### src/hw/rtl/scmd_pkg.sv
// ----------------------------------------------------------------------------
// scmd_pkg
// Shared types, character codes and helper functions of the serial command
// mode decoder.
// ----------------------------------------------------------------------------
package scmd_pkg;

  localparam logic [7:0]  CHAR_CR        = 8'h0D;
  localparam logic [7:0]  CHAR_LF        = 8'h0A;
  localparam logic [7:0]  CHAR_UPPER_A   = 8'h41;
  localparam logic [7:0]  CHAR_UPPER_Z   = 8'h5A;
  localparam logic [7:0]  CASE_OFFSET    = 8'h20;
  localparam logic [7:0]  CHAR_M         = 8'h6D;
  localparam logic [7:0]  CHAR_N         = 8'h6E;
  localparam logic [7:0]  CHAR_Z         = 8'h7A;
  localparam logic [7:0]  CHAR_X         = 8'h78;
  localparam logic [7:0]  CHAR_I         = 8'h69;
  localparam logic [7:0]  CHAR_W         = 8'h77;
  localparam logic [7:0]  CHAR_A         = 8'h61;
  localparam logic [7:0]  CHAR_S         = 8'h73;
  localparam logic [7:0]  CHAR_D         = 8'h64;
  localparam logic [7:0]  CHAR_Q         = 8'h71;
  localparam logic [15:0] DEBOUNCE_RESET = 16'd250;

  typedef enum logic [2:0] {
    CMD_NONE = 3'd0,
    CMD_M    = 3'd1,
    CMD_N    = 3'd2,
    CMD_Z    = 3'd3,
    CMD_X    = 3'd4,
    CMD_I    = 3'd5
  } cmd_e;

  typedef enum logic [2:0] {
    DIR_NONE  = 3'd0,
    DIR_FWD   = 3'd1,
    DIR_LEFT  = 3'd2,
    DIR_BACK  = 3'd3,
    DIR_RIGHT = 3'd4
  } dir_e;

  // input tdata, highest bits first
  typedef struct packed {
    logic [6:0]  pad;
    logic        scan_busy;
    logic [31:0] now_ms;
    logic [7:0]  rx_byte;
  } item_t;

  // output tdata, highest bits first
  typedef struct packed {
    logic [3:0]  pad;
    logic        dropped;
    cmd_e        status_code;
    logic [31:0] move_stamp;
    dir_e        move_dir;
    logic        scan_request;
    logic        stopped;
    logic        started;
    logic        auto_on;
    logic        manual_on;
    logic [7:0]  tx_byte;
  } out_data_t;

  typedef struct packed {
    out_data_t data;
    logic      last;
  } result_t;

  typedef struct packed {
    logic valid;
    logic phase;
  } in_ctrl_t;

  function automatic logic [7:0] fold_lower(input logic [7:0] b);
    logic [7:0] r;
    r = b;
    if (b >= CHAR_UPPER_A && b <= CHAR_UPPER_Z) r = b + CASE_OFFSET;
    return r;
  endfunction

  function automatic cmd_e command_code(input logic [7:0] c);
    cmd_e r;
    case (c)
      CHAR_M:  r = CMD_M;
      CHAR_N:  r = CMD_N;
      CHAR_Z:  r = CMD_Z;
      CHAR_X:  r = CMD_X;
      CHAR_I:  r = CMD_I;
      default: r = CMD_NONE;
    endcase
    return r;
  endfunction

endpackage

### src/hw/rtl/scmd_in_reg.sv
// ----------------------------------------------------------------------------
// scmd_in_reg
// Input request register; holds a carriage return for a second pass so that
// the newline follows it.
// ----------------------------------------------------------------------------
module scmd_in_reg
  import scmd_pkg::*;
(
  input  logic     clk_i,
  input  logic     rst_ni,
  input  logic     in_valid_i,
  input  item_t    in_item_i,
  output logic     in_ready_o,
  input  logic     adv_i,
  output item_t    item_o,
  output in_ctrl_t ctrl_o
);

  logic  valid_q, valid_d;
  logic  phase_q, phase_d;
  item_t item_q;
  logic  is_cr;
  logic  done;
  logic  take;

  assign is_cr      = (item_q.rx_byte == CHAR_CR);
  assign done       = adv_i && (!is_cr || phase_q);
  assign in_ready_o = !valid_q || done;
  assign take       = in_valid_i && in_ready_o;

  always_comb begin
    valid_d = valid_q;
    phase_d = phase_q;
    if (take) begin
      valid_d = 1'b1;
      phase_d = 1'b0;
    end else if (done) begin
      valid_d = 1'b0;
      phase_d = 1'b0;
    end else if (adv_i) begin
      phase_d = 1'b1;
    end
  end

  always_ff @(posedge clk_i or negedge rst_ni) begin
    if (!rst_ni) begin
      valid_q <= 1'b0;
      phase_q <= 1'b0;
    end else begin
      valid_q <= valid_d;
      phase_q <= phase_d;
    end
  end

  always_ff @(posedge clk_i) begin
    if (take) begin
      item_q <= in_item_i;
    end
  end

  assign item_o       = item_q;
  assign ctrl_o.valid = valid_q;
  assign ctrl_o.phase = phase_q;

endmodule

### src/hw/rtl/scmd_decode.sv
// ----------------------------------------------------------------------------
// scmd_decode
// Mode state, debounce window register and command decode for one request.
// ----------------------------------------------------------------------------
module scmd_decode
  import scmd_pkg::*;
(
  input  logic        clk_i,
  input  logic        rst_ni,
  input  logic        cfg_we_i,
  input  logic [15:0] cfg_wdata_i,
  input  logic        adv_i,
  input  item_t       item_i,
  input  in_ctrl_t    ctrl_i,
  output result_t     result_o
);

  logic [15:0] window_q;
  logic        manual_q, manual_d;
  logic        auto_q, auto_d;
  logic        start_q, start_d;
  logic        stop_q, stop_d;
  logic        scan_q, scan_d;
  dir_e        dir_q, dir_d;
  logic [31:0] dir_time_q, dir_time_d;
  cmd_e        status_q, status_d;
  cmd_e        prev_q, prev_d;
  logic [31:0] prev_time_q, prev_time_d;

  logic        is_cr;
  logic [7:0]  c;
  cmd_e        code;
  logic [31:0] elapsed;
  logic        drop;

  assign is_cr   = (item_i.rx_byte == CHAR_CR);
  assign c       = fold_lower(item_i.rx_byte);
  assign code    = command_code(c);
  assign elapsed = item_i.now_ms - prev_time_q;

  always_comb begin
    manual_d    = manual_q;
    auto_d      = auto_q;
    start_d     = start_q;
    stop_d      = stop_q;
    scan_d      = scan_q;
    dir_d       = dir_q;
    dir_time_d  = dir_time_q;
    status_d    = status_q;
    prev_d      = prev_q;
    prev_time_d = prev_time_q;
    drop        = 1'b0;
    if (!is_cr) begin
      if (code != CMD_NONE && code == prev_q && elapsed < {16'd0, window_q}) begin
        drop = 1'b1;
      end else begin
        if (code != CMD_NONE) begin
          prev_d      = code;
          prev_time_d = item_i.now_ms;
        end
        case (code)
          CMD_M: begin
            if (!manual_q) begin
              manual_d = 1'b1; auto_d = 1'b0; start_d = 1'b0; stop_d = 1'b0;
              scan_d = 1'b0; dir_d = DIR_NONE; status_d = CMD_M;
            end
          end
          CMD_N: begin
            if (!auto_q) begin
              auto_d = 1'b1; manual_d = 1'b0; start_d = 1'b0; stop_d = 1'b0;
              scan_d = 1'b0; dir_d = DIR_NONE; status_d = CMD_N;
            end
          end
          CMD_Z: begin
            if (auto_q && !start_q) begin
              start_d = 1'b1; stop_d = 1'b0; status_d = CMD_Z;
            end
          end
          CMD_X: begin
            if (manual_q || auto_q || start_q || scan_q || item_i.scan_busy ||
                dir_q != DIR_NONE) begin
              stop_d = 1'b1; start_d = 1'b0; scan_d = 1'b0;
              dir_d = DIR_NONE; status_d = CMD_X;
            end
          end
          CMD_I: begin
            if (manual_q && !item_i.scan_busy && !scan_q) begin
              scan_d = 1'b1; dir_d = DIR_NONE; status_d = CMD_I;
            end
          end
          default: begin
            if (manual_q) begin
              case (c)
                CHAR_W: begin dir_d = DIR_FWD;   dir_time_d = item_i.now_ms; end
                CHAR_A: begin dir_d = DIR_LEFT;  dir_time_d = item_i.now_ms; end
                CHAR_S: begin dir_d = DIR_BACK;  dir_time_d = item_i.now_ms; end
                CHAR_D: begin dir_d = DIR_RIGHT; dir_time_d = item_i.now_ms; end
                CHAR_Q: dir_d = DIR_NONE;
                default: ;
              endcase
            end
          end
        endcase
      end
    end
  end

  always_ff @(posedge clk_i or negedge rst_ni) begin
    if (!rst_ni) begin
      window_q    <= DEBOUNCE_RESET;
      manual_q    <= 1'b0;
      auto_q      <= 1'b0;
      start_q     <= 1'b0;
      stop_q      <= 1'b0;
      scan_q      <= 1'b0;
      dir_q       <= DIR_NONE;
      dir_time_q  <= '0;
      status_q    <= CMD_NONE;
      prev_q      <= CMD_NONE;
      prev_time_q <= '0;
    end else begin
      if (cfg_we_i) begin
        window_q <= cfg_wdata_i;
      end
      if (adv_i) begin
        manual_q    <= manual_d;
        auto_q      <= auto_d;
        start_q     <= start_d;
        stop_q      <= stop_d;
        scan_q      <= scan_d;
        dir_q       <= dir_d;
        dir_time_q  <= dir_time_d;
        status_q    <= status_d;
        prev_q      <= prev_d;
        prev_time_q <= prev_time_d;
      end
    end
  end

  always_comb begin
    result_o.data.pad          = '0;
    result_o.data.tx_byte      = (is_cr && ctrl_i.phase) ? CHAR_LF : item_i.rx_byte;
    result_o.data.manual_on    = manual_d;
    result_o.data.auto_on      = auto_d;
    result_o.data.started      = start_d;
    result_o.data.stopped      = stop_d;
    result_o.data.scan_request = scan_d;
    result_o.data.move_dir     = dir_d;
    result_o.data.move_stamp   = dir_time_d;
    result_o.data.status_code  = status_d;
    result_o.data.dropped      = drop;
    result_o.last              = !is_cr || ctrl_i.phase;
  end

endmodule

### src/hw/rtl/serial_command_mode_decoder.sv
// ----------------------------------------------------------------------------
// serial_command_mode_decoder
// Echoes serial bytes, adds a newline after a carriage return and tracks
// debounced mode commands and manual direction keys.
// ----------------------------------------------------------------------------
//  port group   dir  payload
//  s_axis       in   tdata[47:0]: rx_byte, now_ms, scan_busy
//  m_axis       out  tdata[55:0]: echo byte and state flags; tlast: last_of_run
//  cfg          in   cfg_we_i / cfg_wdata_i[15:0]: debounce_window_ms
//
//  One result leaves the output register per cycle while m_axis is ready.
//  A byte yields one result, a carriage return two, both via that register.
//  A new request is taken while a result waits, as long as the output
//  register can advance. Reset clears all flags, the window goes to 250 ms.
// ----------------------------------------------------------------------------
module serial_command_mode_decoder
  import scmd_pkg::*;
(
  input  logic        clk_i,
  input  logic        rst_ni,
  input  logic        s_axis_tvalid_i,
  output logic        s_axis_tready_o,
  // rx_byte[7:0], now_ms[39:8], scan_busy[40], zero[47:41]
  input  logic [47:0] s_axis_tdata_i,
  output logic        m_axis_tvalid_o,
  input  logic        m_axis_tready_i,
  // tx_byte[7:0], manual_on[8], auto_on[9], started[10], stopped[11],
  // scan_request[12], move_dir[15:13], move_stamp[47:16], status_code[50:48],
  // dropped[51], zero[55:52]
  output logic [55:0] m_axis_tdata_o,
  output logic        m_axis_tlast_o,
  input  logic        cfg_we_i,
  input  logic [15:0] cfg_wdata_i
);

  item_t     item;
  in_ctrl_t  ctrl;
  result_t   result;
  logic      adv;
  logic      out_valid_q, out_valid_d;
  out_data_t out_data_q;
  logic      out_last_q;

  assign adv = ctrl.valid && (!out_valid_q || m_axis_tready_i);

  scmd_in_reg u_in_reg (
    .clk_i      (clk_i),
    .rst_ni     (rst_ni),
    .in_valid_i (s_axis_tvalid_i),
    .in_item_i  (item_t'(s_axis_tdata_i)),
    .in_ready_o (s_axis_tready_o),
    .adv_i      (adv),
    .item_o     (item),
    .ctrl_o     (ctrl)
  );

  scmd_decode u_decode (
    .clk_i       (clk_i),
    .rst_ni      (rst_ni),
    .cfg_we_i    (cfg_we_i),
    .cfg_wdata_i (cfg_wdata_i),
    .adv_i       (adv),
    .item_i      (item),
    .ctrl_i      (ctrl),
    .result_o    (result)
  );

  always_comb begin
    out_valid_d = out_valid_q;
    if (adv) begin
      out_valid_d = 1'b1;
    end else if (m_axis_tready_i) begin
      out_valid_d = 1'b0;
    end
  end

  always_ff @(posedge clk_i or negedge rst_ni) begin
    if (!rst_ni) begin
      out_valid_q <= 1'b0;
    end else begin
      out_valid_q <= out_valid_d;
    end
  end

  always_ff @(posedge clk_i) begin
    if (adv) begin
      out_data_q <= result.data;
      out_last_q <= result.last;
    end
  end

  assign m_axis_tvalid_o = out_valid_q;
  assign m_axis_tdata_o  = out_data_q;
  assign m_axis_tlast_o  = out_last_q;

  a_cr_not_last: assert property (@(posedge clk_i) disable iff (!rst_ni)
    m_axis_tvalid_o && out_data_q.tx_byte == CHAR_CR |-> !m_axis_tlast_o)
    else $error("carriage return echoed as last result");

  a_drop_is_last: assert property (@(posedge clk_i) disable iff (!rst_ni)
    m_axis_tvalid_o && out_data_q.dropped |-> m_axis_tlast_o)
    else $error("dropped request produced more than one result");

  a_modes_exclusive: assert property (@(posedge clk_i) disable iff (!rst_ni)
    m_axis_tvalid_o |-> !(out_data_q.manual_on && out_data_q.auto_on))
    else $error("manual and auto mode both set");

  a_newline_held: assert property (@(posedge clk_i) disable iff (!rst_ni)
    ctrl.phase |-> ctrl.valid && item.rx_byte == CHAR_CR)
    else $error("second pass without a held carriage return");

  a_split_then_newline: assert property (@(posedge clk_i) disable iff (!rst_ni)
    adv && !result.last |=> ctrl.phase && !s_axis_tready_o || ctrl.phase && adv)
    else $error("newline pass lost after carriage return");

endmodule
### config.mk
export PLATFORM = sky130hd
export DESIGN_NAME = serial_command_mode_decoder
export DESIGN_NICKNAME = d
export VERILOG_FILES = /design/src/hw/rtl/scmd_pkg.sv /design/src/hw/rtl/scmd_in_reg.sv /design/src/hw/rtl/scmd_decode.sv /design/src/hw/rtl/serial_command_mode_decoder.sv
export SDC_FILE = /design/constraint.sdc
export NUM_CORES = 1
export LEC_CHECK = 0
export BUFFER_PORTS_ARGS = -buffer_cell sky130_fd_sc_hd__buf_4
export CORE_MARGIN = 1
export CORE_UTILIZATION = 50
export DETAILED_ROUTE_END_ITERATION = 6
export PLACE_DENSITY = 0.73
export SLEW_MARGIN = 0
export SYNTH_ARGS = -nofsm -noshare
export SYNTH_HDL_FRONTEND = slang
export SYNTH_SLANG_ARGS = --single-unit
### constraint.sdc
create_clock -name clk_i -period 4.8 [get_ports clk_i]
set_input_delay 1.2 -clock clk_i [delete_from_list [all_inputs] [get_ports clk_i]]
set_output_delay 1.2 -clock clk_i [all_outputs]
set_load 0.02 [all_outputs]
# Word level (Yosys, flattened, before mapping)
# Index checks and enable logic that the tools add are counted.
# word_totals
regBits,191
output_inout_bits,59
# op_classes
addsub,2
magnitude_cmp,3
n_eq_ne,17
mux,61
n_bitwise,2
reduce_logical,32
# op_table
cell,count
2-to-1 mux 32 bit,5
== test 8 x 7 -> 1 bit (second input constant),10
one-hot mux 3 bit (5 select lines),4
2-to-1 mux 3 bit,14
less-than comparator 32 x 16 -> 1 bit,1
2-to-1 mux 1 bit,32
subtractor 32 bit,1
one-hot mux 1 bit (4 select lines),3
logical AND 1 bit,10
nonzero test 3 bit,3
adder 8 x 6 -> 8 bit (second input constant),1
== test 8 x 4 -> 1 bit (second input constant),1
greater-or-equal comparator 8 x 7 -> 1 bit (second input constant),1
less-or-equal comparator 8 x 7 -> 1 bit (second input constant),1
logical OR 1 bit,8
2-to-1 mux 8 bit,1
== test 3 x 2 -> 1 bit (second input constant),2
== test 3 bit (second input constant),2
zero test 1 bit,6
OR reduction 5 bit,1
one-hot mux 1 bit (2 select lines),2
AND reduction 4 bit,1
nonzero test 2 bit,2
OR reduction 4 bit,1
other kinds (3),4

# Depth between registers and ports, before layout
# Gate-level depths: netlist of the first run.
# depth
word_depth,10
ltp_mapped,23
ltp_nobuf,21

# Cells and area by module
# A second synthesis of the first run with hierarchy kept.
# unflattened
hier_cells,983
hier_area_um2,10742.8
# modules_own_cells
mod,n_inst,cells_each,area_each_um2,seq_area_each_um2
scmd_decode,1,859,7379.6,2359.8
serial_command_mode_decoder,1,61,1755.4,1736.7
scmd_in_reg,1,63,1607.8,1491.4

# Least setup slack after synthesis of the first run
# Ideal clock, no wire load.
# synth_path
path_type,input to register
startpoint,input port m_axis_tready_i
endpoint,"register u_in_reg.item_q, in the netlist u_in_reg.item_o[0] (enable)"
t_arrival_ns,5.592
required_time_ns,4.347
setup_slack_ns,-1.245
cell_stages,6
path_buffers,2
cell_sequence,nand2b_1 and2_1 clkbuf_1 clkbuf_1 nand2_1 a21oi_1
# synth_via
elab_chain_len,5
# synth_lines
element,line,rtl
"start, declared",serial_command_mode_decoder.sv:26,"input logic m_axis_tready_i,"
logical OR 1 bit,serial_command_mode_decoder.sv:44,assign adv = ctrl.valid && (!out_valid_q || m_axis_tready_i);
logical AND 1 bit,serial_command_mode_decoder.sv:44,
named net adv,serial_command_mode_decoder.sv:39,logic adv;
logical AND 1 bit,scmd_in_reg.sv:27,assign done = adv_i && (!is_cr || phase_q);
logical OR 1 bit,scmd_in_reg.sv:28,assign in_ready_o = !valid_q || done;
logical AND 1 bit,scmd_in_reg.sv:29,assign take = in_valid_i && in_ready_o;
named net u_in_reg.take,scmd_in_reg.sv:24,logic take;
"end signal, assigned",scmd_in_reg.sv:57,item_q <= in_item_i;
"end, declared",scmd_in_reg.sv:21,item_t item_q;
# The timed path passes the listed nets, and every way through them passes these cells.
# A chain may end at the register's enable or synchronous reset.

# Worst setup path in the final report of the first run
# layout_path
startpoint,"register u_in_reg.item_q, in the netlist u_in_reg.item_o[8]"
endpoint,register u_decode.prev_time_q[7]
# layout_via
elab_chain_len,5
# layout_lines
element,line,rtl
subtractor 32 bit,scmd_decode.sv:39,assign elapsed = item_i.now_ms - prev_time_q;
less-than comparator 32 x 16 -> 1 bit,scmd_decode.sv:54,"if (code != CMD_NONE && code == prev_q && elapsed < {16'd0, window_q}) begin"
logical AND 1 bit,scmd_decode.sv:54,
inverter 1 bit (no line),n/a,
AND reduction 4 bit (no line),n/a,
"end signal, assigned",scmd_decode.sv:135,prev_time_q <= prev_time_d;
"end, declared",scmd_decode.sv:28,"logic [31:0] prev_time_q, prev_time_d;"
# Every way passes these cells.

==> results of run 1 <==
[cells by family (layout without fill, tap and decap cells)]
kind of cell / count (synthesis) / in the layout / share of synthesized area
AO/OA/AOI/OAI: 227 / 227 / 0.1417
other: 1 / 4 / 0.0003625
XOR/XNOR: 26 / 26 / 0.02202
buffers and inverters: 113 / 302 / 0.04851
multiplexers: 100 / 100 / 0.1085
flip-flops: 191 / 191 / 0.5083
adder cells (fa/ha/maj): 50 / 50 / 0.06121
AND/OR/NAND/NOR: 221 / 221 / 0.1095
[layer usage]
metal  share of wire  global-route usage  vias up
met1            0.45              0.2937     3805
met5               0                   0        -
li1                -                   -     3760
met4           0.010             0.05263        0
met2            0.49              0.3837      205
met3           0.047             0.04232       22
[report_power, final]
| part | total [mW] | leakage (nW) | internal, mW | switching (mW) |
|---|---|---|---|---|
| logic | 1.45 | 3.27 | 0.670 | 0.781 |
| registers | 2.00 | 2.19 | 1.91 | 0.0893 |
| clock network | 1.35 | 0.259 | 0.718 | 0.633 |
| total | 4.80 | 5.72 | 3.29 | 1.50 |
[cell type report]
class | count | area share
Clock buffer | 20 | 0.03376
Clock inverter | 12 | 0.008513
Inverter | 63 | 0.01828
Multi-Input combinational cell | 628 | 0.3757
Sequential cell | 191 | 0.4065
Tap cell | 270 | 0.02612
Timing Repair Buffer | 207 | 0.1311
[cells in the mapped netlist, drive strengths merged (6+ instances only)]
| cell | number |
|---|---|
| mux2 | 97 |
| edfxtp | 94 |
| dfrtp | 91 |
| nand2 | 83 |
| o21ai | 64 |
| inv | 63 |
| a21oi | 56 |
| ha | 49 |
| nor2 | 35 |
| buf | 25 |
| clkbuf | 25 |
| xnor2 | 17 |
| nor3 | 16 |
| o211ai | 12 |
| nand4 | 11 |
| nor2b | 11 |
| a21o | 10 |
| a211oi | 9 |
| xor2 | 9 |
| nand2b | 8 |
| o21a | 8 |
| nand3 | 7 |
| nor4 | 7 |
| o31ai | 7 |
| a21boi | 6 |
| a31oi | 6 |
| dfstp | 6 |
| o2111ai | 6 |
| o22ai | 6 |
| or3 | 6 |
[placed cells by master (no fill, tap or decap), types with 6 or more instances in the layout]
master	netlist	layout
a211oi_1	9	7
a21o_1	10	10
a21oi_1	56	52
a31oi_1	6	6
buf_4	6	194
clkbuf_16	0	20
dfrtp_1	91	91
dfstp_2	6	6
edfxtp_1	94	94
ha_1	49	48
inv_1	63	62
mux2_2	65	65
mux2_4	0	32
nand2_1	83	83
nand2b_1	8	7
nand3_1	7	7
nand4_1	11	11
nor2_1	35	34
nor2b_1	11	11
nor3_1	16	16
nor4_1	7	6
o211ai_1	11	11
o21a_1	8	8
o21ai_0	47	46
o21ai_1	16	9
o21ai_2	1	9
o31ai_1	7	7
xnor2_1	17	17
xor2_1	9	9
[worst register-to-register path: stages, from the launching register on]
cell and delay (ps):
edfxtp_1 390, inv_1 90, ha_2 190, inv_2 40, fa_2 330, a211oi_2 290, o211ai_1 210, o21a_1 180
a21o_1 190, a21oi_2 140, xnor2_1 150, ha_1 300, a21oi_2 130, nand2_1 70, a211oi_2 180, o22ai_1 110
or4b_4 500, or4_4 520, or4_4 440, nor4b_4 280, or3_4 310, clkbuf_16 210, mux2_4 300
[metrics by stage]
stage | cell area [um^2] | cells | utilization | hold slack [ps] | power [mW]
after floorplan | 10400 | 932 | - | 459.6 | 2.904
after global placement | 11950 | 1347 | 0.5908 | 467.3 | 3.362
after detailed placement | 11950 | 1347 | 0.5908 | 481.3 | 3.397
after CTS | 12670 | 1386 | 0.6260 | 496.8 | 4.767
after global routing | 12930 | 1391 | 0.6392 | 518.9 | 5.042
final | 12930 | 1391 | 0.6392 | 502.5 | 4.798
[worst min path at each step]
stage | start | end | slack (ps) | cells past startpoint
after CTS | u_in_reg.item_o[8] | u_decode.prev_time_q[0] | 500 | 1
after floorplan | u_in_reg.item_o[8] | u_decode.prev_time_q[0] | 460 | 1
final | u_decode.dir_time_q[9] | u_decode.dir_time_q[9] | 500 | 1
after detailed placement | u_in_reg.item_o[8] | u_decode.prev_time_q[0] | 480 | 1
after global placement | u_in_reg.item_o[8] | u_decode.prev_time_q[0] | 470 | 1
after global routing | u_decode.dir_time_q[6] | u_decode.dir_time_q[6] | 520 | 1
[sequential cells by signal, indices dropped and copies added, names as in the netlist, 3 cells and up]
name,count
m_axis_tdata_o,52
u_decode.dir_q,3
u_decode.dir_time_q,32
u_decode.prev_q,3
u_decode.prev_time_q,32
u_decode.status_q,3
u_decode.window_q,16
u_in_reg.item_o,41
[repair_timing]
action / 4_1_cts / 5_1_grt
gates cloned: 1 / 4
resized for setup: 22 / 42
buffers inserted: 6 / 2
pin swaps: 17 / 16
setup endpoints to repair: 57 / 57
==> impl_results.md, run 1 <==
- Outcome: finished, violations left
- Failing checks: negative setup slack
- Async SR Flop Fraction: 0.5079
- Worst Path Required: 5110 ps
- Pwr Density: 370.9 nW/um^2
- Worst-margin pin slew: 929.1 ps
- Maximum vdd drop: 0.0002656 V
- Post-Place Worst Slack: -845.3 ps
- Final WS setup: -860.9 ps
- WP buf/inv: 3
- Clock slew at reported path FFs: 70 ps
- Die X: 145.8 um
- HPWL after DPL: 16250 um
- Grt total ovfl: 0
- Total GRT Usage: 0.2240
- Die area: 21270 um^2
- Total wire length: 23880 um
- Diode count: 0
- Crit path DAT: 5980 ps
- FF-to-FF setup slack: -860 ps
- Final slew viol count: 0
- Drt first pass iters: 5
- Reg2reg end: u_decode.prev_time_q[7]
- Setup Skew: 9.976 ps
- # IOs: 128
- Static leakage: 5.718 nW
- Vias/cell: 5.602
- Final worst-path cycle share: 1.179
- R2R cell count: 22
- Setup TNS: -43450 ps
- Vias in the first global route: 7692
- CP max-delay cell: or4_4
- Clock Sinks: 191
- Vias: 7792
- H-Tree Depth: 4
- Core Region: 20230 um^2
- Remaining antenna violation count: 0
- Nature of the critical path startpoint: flip-flop
- Multi-input gate area: 4860 um^2
- Synth cell types: 79
- Initial Utilization: 0.5112
- Final hold viol count: 0
- Row cnt: 52
- Max-cap violations: 0
- Global-route wire length before repair: 37880 um
- Post-synth EDFFs: 94
- Critical path launch point: u_in_reg.item_o[8]
- Initial antenna violation count: 0
- Residual DRC: 0
- Die H: 145.8 um
- Initial drt markers: 477
- Critical-path cell list: inv_1, ha_2, inv_2, fa_2, a211oi_2, o211ai_1, o21a_1, a21o_1, a21oi_2, xnor2_1, ha_1, a21oi_2, nand2_1, a211oi_2, o22ai_1, or4b_4, or4_4, or4_4, nor4b_4, or3_4, clkbuf_16, mux2_4
- Synth Warn #: 0
- Cell family with most CP delay: simple AND/OR/NAND/NOR gates
- CTS Root Cell: clkbuf_16
- Synth Cell Area: 10340 um^2
- RR Startpoint: u_in_reg.item_o[8]
- Area contributors post-synth: edfxtp_1 (27%), dfrtp_1 (22%), mux2_2 (7.1%)
- Synth area leader: edfxtp_1
- Syn Area/Cell: 11.13 um^2
- Worst-skew pair later-pin latency: 440 ps
- FF+latch count, synth: 191
- CTS tree: done
- Setup CP Type: reg2reg
- Area growth syn-to-layout: 25.04%
- End of the critical path: u_decode.prev_time_q[7]
- Relative slew margins: 0.3791
- Area share of the largest cell type after synthesis: 0.2729
- RSZ-0062 raised after global routing: yes
- Port bufs: 116
- Sequential share of the synthesized area: 0.5083
- Nets: 1227
- Pin count of the biggest net entering global routing: 64
- Num CTS Buffers: 17
- Crit path depth: 22
- Gpl congestion: 0.8709
- Setup violators final: 57
- Peak fanout along the critical path: 7
- Syn Inst Count: 929
- Fmax: 176.7 MHz
- Crit end category: flip-flop
- Filler cells: 1621
- Final min period: 5661 ps
- DR WL/cell: 17.17 um
- Crit path largest cell delay: 520 ps
- Register Area: 5258 um^2
- HP Class: reg2reg
- Clock Path Buffers: 2
- Hold_buf cts: 0
- Layout cells sized above 1: 0.3381
- Top_reg_cell synth: edfxtp_1
(Power assumes the default switching activity.)
==> run 2: changes to the inputs <==
--- a/config.mk
+++ b/config.mk
@@ -7,9 +7,9 @@
 export LEC_CHECK = 0
 export BUFFER_PORTS_ARGS = -buffer_cell sky130_fd_sc_hd__buf_4
 export CORE_MARGIN = 1
-export CORE_UTILIZATION = 50
+export CORE_UTILIZATION = 53
 export DETAILED_ROUTE_END_ITERATION = 6
-export PLACE_DENSITY = 0.73
+export PLACE_DENSITY = 0.77
 export SLEW_MARGIN = 0
 export SYNTH_ARGS = -nofsm -noshare
 export SYNTH_HDL_FRONTEND = slang
==> impl_results.md, run 2 (synthesis results as in run 1) <==
- Remaining antenna violation count: 0 (unchanged)
- Final WS setup: -681.2 ps (+179.7 ps)
- Vias: 8014 (+2.8%)
- Setup TNS: -36520 ps (+6928 ps)
- Pin count of the biggest net entering global routing: 54 (-16%)
- Crit end category: flip-flop
- Clock Path Buffers: 2 (unchanged)
- Initial drt markers: 586 (+23%)
- Nets: 1233 (+0.49%)
- Die X: 141.7 um (-2.8%)
- Commonest non-fill, non-tap cell in the layout: buf_4
- DR WL/cell: 17.47 um (+1.8%)
- Maximum vdd drop: 0.0002544 V (-4.2%)
- Die area: 20080 um^2 (-5.6%)
- Vias in the first global route: 7825 (+1.7%)
- Setup Skew: 10.73 ps (+0.7553 ps)
- RSZ-0062 raised after global routing: yes
- Failing checks: negative setup slack
- Peak fanout along the critical path: 7 (unchanged)
- Final worst-path cycle share: 1.142 (-0.03744)
- Static leakage: 5.795 nW (+1.3%)
- Clock Sinks: 191 (unchanged)
- Crit path DAT: 5800 ps (-180 ps)
- Post-Place Worst Slack: -804.4 ps (+40.91 ps)
- Global-route wire length before repair: 39320 um (+3.8%)
- Worst-skew pair later-pin latency: 440 ps (about the same)
- Total wire length: 24240 um (+1.5%)
- Setup CP Type: reg2reg
- Relative slew margins: 0.4999 (+0.1208)
- Outcome: finished, violations left
- Worst Path Required: 5120 ps (about the same)
- Hold slack: 507.1 ps (+4.533 ps)
- H-Tree Depth: 4 (unchanged)
- Nature of the critical path startpoint: flip-flop
- Critical-path cell list: inv_2, ha_4, inv_2, fa_2, a211oi_4, o211ai_1, o21a_1, a21o_1, a21oi_2, xnor2_1, ha_1, a21oi_2, nand2_1, a211oi_2, o22ai_1, or4b_4, or4_4, or4_4, nor4b_4, or3_4, buf_12, buf_12, mux2_4
- HP Class: reg2reg
- CTS Root Cell: clkbuf_16
- Crit path largest cell delay: 540 ps (+20 ps)
- Final hold viol count: 0 (unchanged)
- Drt first pass iters: 5 (unchanged)
- Clock slew at reported path FFs: 70 ps (about the same)
- Pwr Density: 371.8 nW/um^2 (+0.23%)
- Vias/cell: 5.778 (+3.1%)
- Initial antenna violation count: 0 (unchanged)
- HPWL after DPL: 16470 um (+1.4%)
- CTS tree: done
- Row cnt: 50 (-3.8%)
- Layout cells sized above 1: 0.3452 (+0.007073)
- Num CTS Buffers: 17 (unchanged)
- Initial Utilization: 0.5475 (+0.03629)
- Core Region: 18890 um^2 (-6.6%)
- Largest register FFs: 52 (unchanged)
- Fmax: 182.4 MHz (+3.3%)
- Final slew viol count: 0 (unchanged)
- Diode count: 0 (unchanged)
- Gpl congestion: 0.8990 (+3.2%)
- Most frequent cells in the layout: buf_4 (193), edfxtp_1 (94), dfrtp_1 (91)
- Cell family with most CP delay: simple AND/OR/NAND/NOR gates
- Hold_buf cts: 0 (unchanged)
- Residual DRC: 0 (unchanged)
- Setup violators final: 57 (unchanged)
- Total Power: 4.868 mW (+1.5%)
- Area growth syn-to-layout: 26.58%
- Max-cap violations: 0 (unchanged)
- Total GRT Usage: 0.2495 (+0.02547)
- Final core utilization: 0.6930 (+0.05379)
- Die H: 141.7 um (-2.8%)
- Final min period: 5481 ps (-179.7 ps)
- Worst-margin pin slew: 740.7 ps (-188.4 ps)
- Grt total ovfl: 0 (unchanged)
- # IOs: 128 (unchanged)
- WP buf/inv: 4 (+1)
- Port bufs: 116 (unchanged)
- CP max-delay cell: or4_4
run 2: changes by cell type in the layout (fill, tap and decap cells not counted), moves of 2 or more:
cell      before  now
buf_6          3    7
buf_12         5    8
buf_16         0    3
clkbuf_1       3    0
buf_8          2    0
clkinv_2       2    0
clkinv_4       2    4
inv_6          3    5
inv_8          0    2
run 2: final timing paths:
path	start	end	slack, ps	depth (start not counted)
min reg2reg	u_decode.dir_time_q[27]	u_decode.dir_time_q[27]	510	1
min	u_decode.dir_time_q[27]	u_decode.dir_time_q[27]	510	1
max in group asynchronous	rst_ni	u_decode.stop_q	3100	2
max reg2reg	u_in_reg.item_o[8]	u_decode.prev_time_q[6]	-680	23
min in group asynchronous	rst_ni	u_decode.dir_time_q[14]	820	1
max	u_in_reg.item_o[8]	u_decode.prev_time_q[6]	-680	23
run 2: routing by layer:
metal | share of wire | vias to the layer above | global-route usage
li1 | - | 3787 | -
met1 | 0.46 | 3946 | 0.3399
met2 | 0.49 | 243 | 0.4122
met3 | 0.041 | 38 | 0.03915
met4 | 0.015 | 0 | 0.07470
met5 | 0 | - | 0
run 2: worst register-to-register path: stages, from the launching register on:
cell	delay, ps
edfxtp_1	410
inv_2	100
ha_4	140
inv_2	30
fa_2	360
a211oi_4	260
o211ai_1	150
o21a_1	150
a21o_1	180
a21oi_2	130
xnor2_1	140
ha_1	290
a21oi_2	130
nand2_1	70
a211oi_2	180
o22ai_1	110
or4b_4	500
or4_4	540
or4_4	440
nor4b_4	250
or3_4	200
buf_12	130
buf_12	140
mux2_4	310
run 2: power by group:
part           internal [mW]  switching, mW  total (mW)
combinational          0.679          0.793        1.47
clock                  0.734          0.665        1.40
sequential              1.91         0.0914        2.00
run 2: layout make-up:
cell class                      instances  area, um^2
Sequential cell                       191        5258
Clock inverter                         15       152.6
Clock buffer                           17       425.4
Tap cell                              260       325.3
Fill cell                            1399        5801
Multi-Input combinational cell        628        4875
Inverter                               63       236.5
Timing Repair Buffer                  213        1821
run 2: timing repair:
| action | CTS | global route |
|---|---|---|
| pin swaps | 21 | 9 |
| gates resized for setup | 47 | 28 |
| endpoints found under the setup margin | 57 | 57 |
| cloned | 4 | 2 |
| buffers inserted | 8 | 2 |
run 2: stage by stage:
stage / instances / instance area (um^2)
floorplan: 932 / 10400
global placement: 1340 / 11960
detailed placement: 1340 / 11960
CTS: 1384 / 12930
global route: 1387 / 13090
finish: 1387 / 13090
==> run 3: changes to the inputs <==
--- a/config.mk
+++ b/config.mk
@@ -5,11 +5,11 @@
 export SDC_FILE = /design/constraint.sdc
 export NUM_CORES = 1
 export LEC_CHECK = 0
-export BUFFER_PORTS_ARGS = -buffer_cell sky130_fd_sc_hd__buf_4
 export CORE_MARGIN = 1
-export CORE_UTILIZATION = 53
+export CORE_UTILIZATION = 55
 export DETAILED_ROUTE_END_ITERATION = 6
-export PLACE_DENSITY = 0.77
+export DONT_BUFFER_PORTS = 1
+export PLACE_DENSITY = 0.73
 export SLEW_MARGIN = 0
 export SYNTH_ARGS = -nofsm -noshare
 export SYNTH_HDL_FRONTEND = slang
==> impl_results.md, run 3 (synthesis results as in run 1) <==
- Num CTS Buffers: 17 (unchanged)
- Most frequent cells in the layout: edfxtp_1 (94), dfrtp_1 (91), nand2_1 (83), buf_4 (83), mux2_2 (65)
- Nets: 1120 (-9.2%)
- Reg2reg end: u_decode.prev_time_q[5]
- Gpl congestion: 0.9256 (+3.0%)
- Top sig layer: met4
- Commonest non-fill, non-tap cell in the layout: edfxtp_1
- FF-to-FF setup slack: -680 ps (about the same)
- Worst-skew pair later-pin latency: 430 ps (about the same)
- Max-cap violations: 0 (unchanged)
- Remaining antenna violation count: 0 (unchanged)
- Vias in the first global route: 7349 (-6.1%)
- Comb power frac: 0.279 (-0.023)
- Worst Path Required: 5110 ps (about the same)
- Outcome: finished, violations left
- RR Startpoint: u_in_reg.item_o[8]
- Post-Place Worst Slack: -733.5 ps (+70.90 ps)
- Static leakage: 5.217 nW (-10%)
- DR WL/cell: 19.18 um (+9.8%)
- Hold slack: 458.1 ps (-48.97 ps)
- Largest register FFs: 52 (unchanged)
- Clock Path Buffers: 2 (unchanged)
- Total wire length: 23840 um (-1.6%)
- CTS tree: done
- Setup TNS: -35640 ps (+885.2 ps)
- Switching share of power: 0.3158 (-0.002467)
- Die X: 139.1 um (-1.8%)
- RSZ-0062 raised after global routing: yes
- Setup CP Type: reg2reg
- Drt first pass iters: 7 (+2)
- Diode count: 0 (unchanged)
- Final min period: 5482 ps (+1.006 ps)
- Clock Power Share: 0.276 (-0.011)
- Final slew viol count: 0 (unchanged)
- Clock slew at reported path FFs: 70 ps (about the same)
- CTS Root Cell: clkbuf_16
- Worst-margin pin slew: 899.7 ps (+159.0 ps)
- Area growth syn-to-layout: 17.38%
- P_int: 3.174 mW (-4.4%)
- HPWL after DPL: 15350 um (-6.8%)
- Row cnt: 49 (-2.0%)
- Vias/cell: 6.008 (+4.0%)
- Peak fanout along the critical path: 8 (+1)
- Port bufs: 0 (-100%)
- Final WS setup: -682.2 ps (-1.006 ps)
- Final core utilization: 0.6668 (-0.02618)
- Final hold viol count: 0 (unchanged)
- Global-route wire length before repair: 37510 um (-4.6%)
- Die H: 139.1 um (-1.8%)
- Initial Utilization: 0.5681 (+0.02058)
- Sequential power share: 0.444 (+0.034)
- Residual DRC: 11 (+11)
- # IOs: 128 (unchanged)
- Crit end category: flip-flop
- HP Class: in2async
- Routed wl met3: 1325 um (+34%)
- Setup Skew: 8.936 ps (-1.796 ps)
- H-Tree Depth: 4 (unchanged)
- Core Region: 18210 um^2 (-3.6%)
- R2R cell count: 23 (unchanged)
- Finished Cell Area: 12140 um^2 (-7.3%)
- Layout cells sized above 1: 0.2732 (-0.07199)
- Relative slew margins: 0.3987 (-0.1012)
- Total GRT Usage: 0.2488 (-0.0006805)
- Placed Instance Area: 11050 um^2 (-7.6%)
- Pwr Density: 382.0 nW/um^2 (+2.8%)
- Met1 wire length: 10580 um (-4.8%)
- NetSw: 1.465 mW (-5.4%)
- Hold_buf cts: 0 (unchanged)
- Failing checks: design-rule violations, negative setup slack
- Crit path DAT: 5800 ps (about the same)
- Final worst-path cycle share: 1.142 (about the same)
- Initial antenna violation count: 0 (unchanged)
- DR WL met2: 11440 um (-2.8%)
- Maximum vdd drop: 0.0002662 V (+4.6%)
- Fmax: 182.4 MHz (about the same)
- Initial drt markers: 511 (-13%)
- Pin count of the biggest net entering global routing: 98 (+81%)
- Die area: 19360 um^2 (-3.6%)
- Setup violators final: 57 (unchanged)
- Clock Sinks: 191 (unchanged)
- Vias: 7468 (-6.8%)
- Grt total ovfl: 0 (unchanged)
- Nature of the critical path startpoint: flip-flop
[run 3: cell types whose count changed in the layout (fill, tap and decap cells not counted), sizes merged]
| cell | previous run | this run |
|---|---|---|
| buf | 211 | 98 |
| clkinv | 4 | 10 |
| inv | 71 | 65 |
| clkbuf | 19 | 21 |
| clkinvlp | 2 | 1 |
| bufinv | 1 | 0 |
[run 3: final cells by class]
| class | count | area [um^2] |
|---|---|---|
| clock buffer | 19 | 432.9 |
| clock inverter | 13 | 91.34 |
| fill | 1357 | 6067 |
| inverter | 63 | 236.5 |
| multi-input combinational | 628 | 4893 |
| sequential | 191 | 5258 |
| tap | 229 | 286.5 |
| timing repair buffer | 100 | 943.4 |
[run 3: routing by layer]
metal  vias up  GRT usage
met5         -          0
met4         0    0.09123
met3        45    0.05490
met2       274     0.4107
met1      3600     0.3227
li1       3549          -
[run 3: what timing repair did]
action,CTS,global route
buffers inserted,6,7
endpoints found under the setup margin,57,57
cloned,5,2
pin swaps,9,14
resized for setup,47,35
[run 3: how the worst max path moves through the flow]
stage / from / to / cells past startpoint
2_1_floorplan: u_in_reg.item_o[8] / u_decode.prev_time_q[24] / 23
3_3_place_gp: u_in_reg.item_o[8] / u_decode.prev_time_q[12] / 22
3_5_place_dp: u_in_reg.item_o[8] / u_decode.prev_time_q[16] / 22
4_1_cts: u_in_reg.item_o[8] / u_decode.prev_time_q[6] / 23
5_1_grt: u_in_reg.item_o[8] / u_decode.prev_time_q[26] / 23
6_report: u_in_reg.item_o[8] / u_decode.prev_time_q[5] / 23
[run 3: power by group through the flow]
stage | clock, mW | combinational, mW | sequential [mW]
2_1_floorplan | 0 | 0.844 | 2.06
3_3_place_gp | 0 | 1.17 | 2.08
3_5_place_dp | 0 | 1.20 | 2.09
4_1_cts | 1.30 | 1.25 | 2.06
5_1_grt | 1.36 | 1.43 | 2.08
6_report | 1.28 | 1.29 | 2.06
[run 3: worst max-delay path: stages, from the launching register on]
cell and delay, ps:
edfxtp_1 410, inv_2 100, ha_4 140, inv_2 40, fa_2 360, a211oi_2 220, o211ai_1 140, o21a_1 150
a21o_1 190, a21oi_2 150, xnor2_1 130, ha_1 280, a21oi_2 140, nand2_1 70, a211oi_2 190, o22ai_2 110
or4b_4 500, or4_4 510, or4_4 440, nor4b_4 300, or3_4 210, buf_4 130, buf_12 150, mux2_4 310
[run 3: through the flow]
stage	total power, mW	instances
detailed placement	3.286	1193
finish	4.639	1243
global route	4.872	1243
global placement	3.253	1193
floorplan	2.904	932
CTS	4.612	1236
